**config.mk**
```make
export PLATFORM = sky130hd
export DESIGN_NAME = mpq_cell
export DESIGN_NICKNAME = d
export VERILOG_FILES = /design/src/mpq_pkg.sv /design/src/mpq_cell.sv
export SDC_FILE = /design/constraint.sdc
export NUM_CORES = 1
export LEC_CHECK = 0
export ABC_AREA = 1
export BUFFER_PORTS_ARGS = -buffer_cell sky130_fd_sc_hd__buf_2
export CAP_MARGIN = 25
export CORE_MARGIN = 2
export CORE_UTILIZATION = 49
export CTS_BUF_LIST = sky130_fd_sc_hd__clkbuf_2 sky130_fd_sc_hd__clkbuf_4 sky130_fd_sc_hd__clkbuf_8
export DETAILED_ROUTE_END_ITERATION = 6
export GPL_ROUTABILITY_DRIVEN = 0
export PLACE_DENSITY = 0.87
export SETUP_SLACK_MARGIN = 0.15
export SLEW_MARGIN = 20
export SYNTH_ARGS = -nofsm -noshare
export SYNTH_HDL_FRONTEND = slang
export SYNTH_SLANG_ARGS = --single-unit
```
**constraint.sdc**
```tcl
create_clock -name clk -period 5.6 [get_ports clk]
set_clock_uncertainty 0.15 [all_clocks]
set_input_delay 0.28 -clock clk [delete_from_list [all_inputs] [get_ports clk]]
set_output_delay 0.28 -clock clk [all_outputs]
set_load 0.02 [all_outputs]
```
**src/mpq_pkg.sv**
```systemverilog
`timescale 1ns / 1ps
package mpq_pkg;

  // default geometry
  localparam int DEPTH_DEF    = 256;
  localparam int KEY_BITS_DEF = 32;
  localparam int TAG_BITS_DEF = 9;

  // configuration register file
  localparam int APB_ADDR_BITS = 3;
  localparam int APB_DATA_BITS = 32;
  localparam int REG_IDX_BITS  = 1;
  localparam logic [REG_IDX_BITS-1:0] REG_CAPACITY_LIMIT = 1'b0;

  localparam int CAP_BITS = 9;
  localparam logic [CAP_BITS-1:0] CAP_RESET = 9'd256;

  // request opcodes
  localparam logic OP_ENQUEUE = 1'b0;
  localparam logic OP_DEQUEUE = 1'b1;

  // broadcast to every cell of the chain
  typedef struct packed {
    logic ins;  // insert the new entry at its sorted place
    logic del;  // drop the head, every cell pulls from its successor
  } mpq_cmd_t;

endpackage

```
**src/mpq_cell.sv**
```systemverilog
`timescale 1ns / 1ps
module mpq_cell #(
  parameter int KEY_BITS = mpq_pkg::KEY_BITS_DEF,
  parameter int TAG_BITS = mpq_pkg::TAG_BITS_DEF
) (
  input  logic                clk,
  input  mpq_pkg::mpq_cmd_t   cmd,
  input  logic                occupied,
  input  logic [KEY_BITS-1:0] new_key,
  input  logic [TAG_BITS-1:0] new_tag,
  input  logic [KEY_BITS-1:0] prev_key,
  input  logic [TAG_BITS-1:0] prev_tag,
  input  logic                prev_flag,
  input  logic [KEY_BITS-1:0] next_key,
  input  logic [TAG_BITS-1:0] next_tag,
  output logic [KEY_BITS-1:0] key,
  output logic [TAG_BITS-1:0] tag,
  output logic                flag
);
  import mpq_pkg::*;

  // new entry goes ahead of every entry with an equal or larger key
  assign flag = !occupied || (new_key <= key);

  always_ff @(posedge clk) begin
    if (cmd.ins) begin
      if (flag) begin
        key <= prev_flag ? prev_key : new_key;
        tag <= prev_flag ? prev_tag : new_tag;
      end
    end else if (cmd.del) begin
      key <= next_key;
      tag <= next_tag;
    end
  end

endmodule

```
==> impl_metrics.tcl <==
set metrics [dict create \
    p_int_uw 669 \
    syn_area_sq_um 2920 \
    end_kind "register" \
    track_usage 0.239 \
    drt-total-wl_microns 7920 \
    fin_ws_ns 2.90 \
    min_from "next_tag[4]" \
    p_switching_uw 293 \
    ys_async_sr_fraction 0 \
    cts_tree "yes" \
    crit_start "key[5]$_DFFE_PP_" \
    pwr-share-seq 0.411 \
    rows 28 \
    power_frac_clock 0.296 \
    maxClockFrequency_mhz 370 \
    path_class "reg2reg" \
    drive_above_1_share 0.362 \
    antenna_found_initial 0 \
    hpwl_microns 5870 \
    die-area_sq_um 6590 \
    worst_pin_slew_ns 0.965 \
    synth.ff_latch_count 41 \
    synth_commonest_cells "o21ai_1 (82), nand2_1 (76), nor2_1 (48), edfxtp_1 (41), inv_1 (36)" \
    port-buffer-count 169 \
    vias_per_cell 5.10 \
    synth.area.top_cells "edfxtp_1 (42%), o21ai_1 (14%), ha_1 (14%)" \
    n_antenna_cell 0 \
    rsz0062_at_grt "no" \
    yosysTopAreaCell "edfxtp_1" \
    timing.final.crit_period_ns 2.70 \
    clk_latency_ns 0.29 \
    worstPathMaxFanout 41 \
    wire_per_inst_microns 13.1 \
    die_x_microns 81.2 \
    synth_fp_nets 527 \
    r2r_start "key[5]$_DFFE_PP_" \
    hold_class "in2reg" \
    grt_pass1_vias 2864 \
    yosysTopAreaCellShare 0.422 \
    initial_core_util 0.499 \
    yosysMostFrequentCell "o21ai_1" \
    period_share 0.483 \
    ys_seq_area_frac 0.422 \
    vias 3075 \
    grt_pass1_wl_microns 12200 \
    route.detailed.drc 0 \
    nets 687 \
    post_cts_resized 0 \
    maxCapViolCount 0 \
    p_per_area_nw_per_um2 245 \
    htreeDepth 2 \
    cts_buffer_depth 2 \
    cts_root_buffer "clkbuf_8" \
    setup_tns_ns 0 \
    pre_cts_slack_ns 2.79 \
    critical_path_arrival_ns 2.48 \
    cts_num_sinks 41 \
    synth-edff-count 41 \
    path_clk_slew_ns 0.08 \
    setup_viol 0 \
    irDropWorstVdd_uv 158 \
    syn-instance-count 367 \
    reg2reg_slack_ns 2.90 \
    drt_iter0_drc 129 \
    cts_buffers 5 \
    die_y_microns 81.2 \
    synth_ff_type "edfxtp_1" \
    ant_nets 0 \
    holdBufCountCts 0 \
    ios 170 \
    status "finished clean" \
    core_area_sq_um 5850 \
    synthDistinctLibCells 22 \
    nFillCells 495 \
    overflow 0 \
    area_growth_pct 34.5 \
    slew_violations 0 \
    hold_viol 0 \
    avgSynthCellArea_sq_um 7.95 \
    dr.pass1.iters 4 \
    worstSetupStartpointType "register" \
    leakagePower_uw 0.00202 \
    grt_max_degree 44 \
    cts_setup_buffers 0 \
    critPathRequiredTime_ns 5.37 \
    yosys_warnings 0 \
    swShare 0.305 \
    max_slew_margin 0.354 \
    combPwrFrac 0.293 \
]
## worst max-delay path, stage by stage, from the launching register on
cell and delay (ns):
edfxtp_1 0.40, inv_1 0.07, ha_1 0.24, a21oi_1 0.15, nor2_1 0.05, nor2_1 0.09
nand2_1 0.08, nand2_1 0.06, nand2_1 0.05, nand2_1 0.07, nand2_1 0.06, nand2_2 0.06
nand2_1 0.06, nand2_2 0.74
## through the flow
stage	hold WS [ns]	utilization	area, sq um	total power (uW)	instances
global route	0.118	0.671	3930	1020	603
global placement	0.415	0.648	3790	673	595
floorplan	0.328	-	2920	572	367
detailed placement	0.424	0.648	3790	685	595
finish	0.116	0.671	3930	962	603
CTS	0.111	0.671	3930	970	603
## layout make-up
| cell class | instances | area [sq um] | share of cell area |
|---|---|---|---|
| multi-input combinational | 269 | 1470 | 0.374 |
| sequential | 41 | 1230 | 0.314 |
| timing repair buffer | 169 | 846 | 0.215 |
| inverter | 41 | 154 | 0.0392 |
| tap | 75 | 93.8 | 0.0239 |
| clock buffer | 5 | 68.8 | 0.0175 |
| clock inverter | 3 | 65.1 | 0.0166 |
## path summary, 6_finish.rpt
check | endpoint | depth (start not counted)
max | key[5]$_DFFE_PP_ | 13
min | tag[4]$_DFFE_PP_ | 3
max reg2reg | key[5]$_DFFE_PP_ | 13
min reg2reg | key[20]$_DFFE_PP_ | 10
## state kept, by name, indices dropped and copies added (netlist names)
signal and cells:
tag 9, key 32
## layout by cell type (no fill, tap or decap)
cell / n
nor2_1: 48
a21o_1: 1
inv_1: 36
nor3b_2: 1
o21a_2: 1
inv_2: 5
clkinv_2: 1
o21a_1: 1
o21ai_0: 2
clkbuf_8: 5
buf_2: 169
edfxtp_1: 41
a21boi_1: 1
nor2_4: 1
a21oi_1: 14
nand3_1: 2
nand2_2: 5
o21ai_1: 82
nand2_1: 75
bufinv_16: 2
ha_1: 32
nand4_1: 2
nor2_2: 1
## power by group through the flow
stage,clock (uW),sequential [uW],combinational [uW]
floorplan,0,443,129
global placement,0,401,272
detailed placement,0,402,282
CTS,290,395,284
global route,300,399,316
finish,285,395,282
## routing by layer
metal,track usage,vias up,wire [microns]
met5,0,-,0
met4,0.0661,0,46
met3,0.0522,4,546
met2,0.446,119,4050
met1,0.272,1402,3280
li1,-,1550,-
## kinds of logic after synthesis
logic type,count (synthesis),share of synthesized area
AOI/OAI and AO/OA,102,0.179
adders and majority gates,32,0.137
buffers and inverters,57,0.0763
DFF,41,0.422
and+or+nand+nor,135,0.186
(Power assumes the default switching activity.)
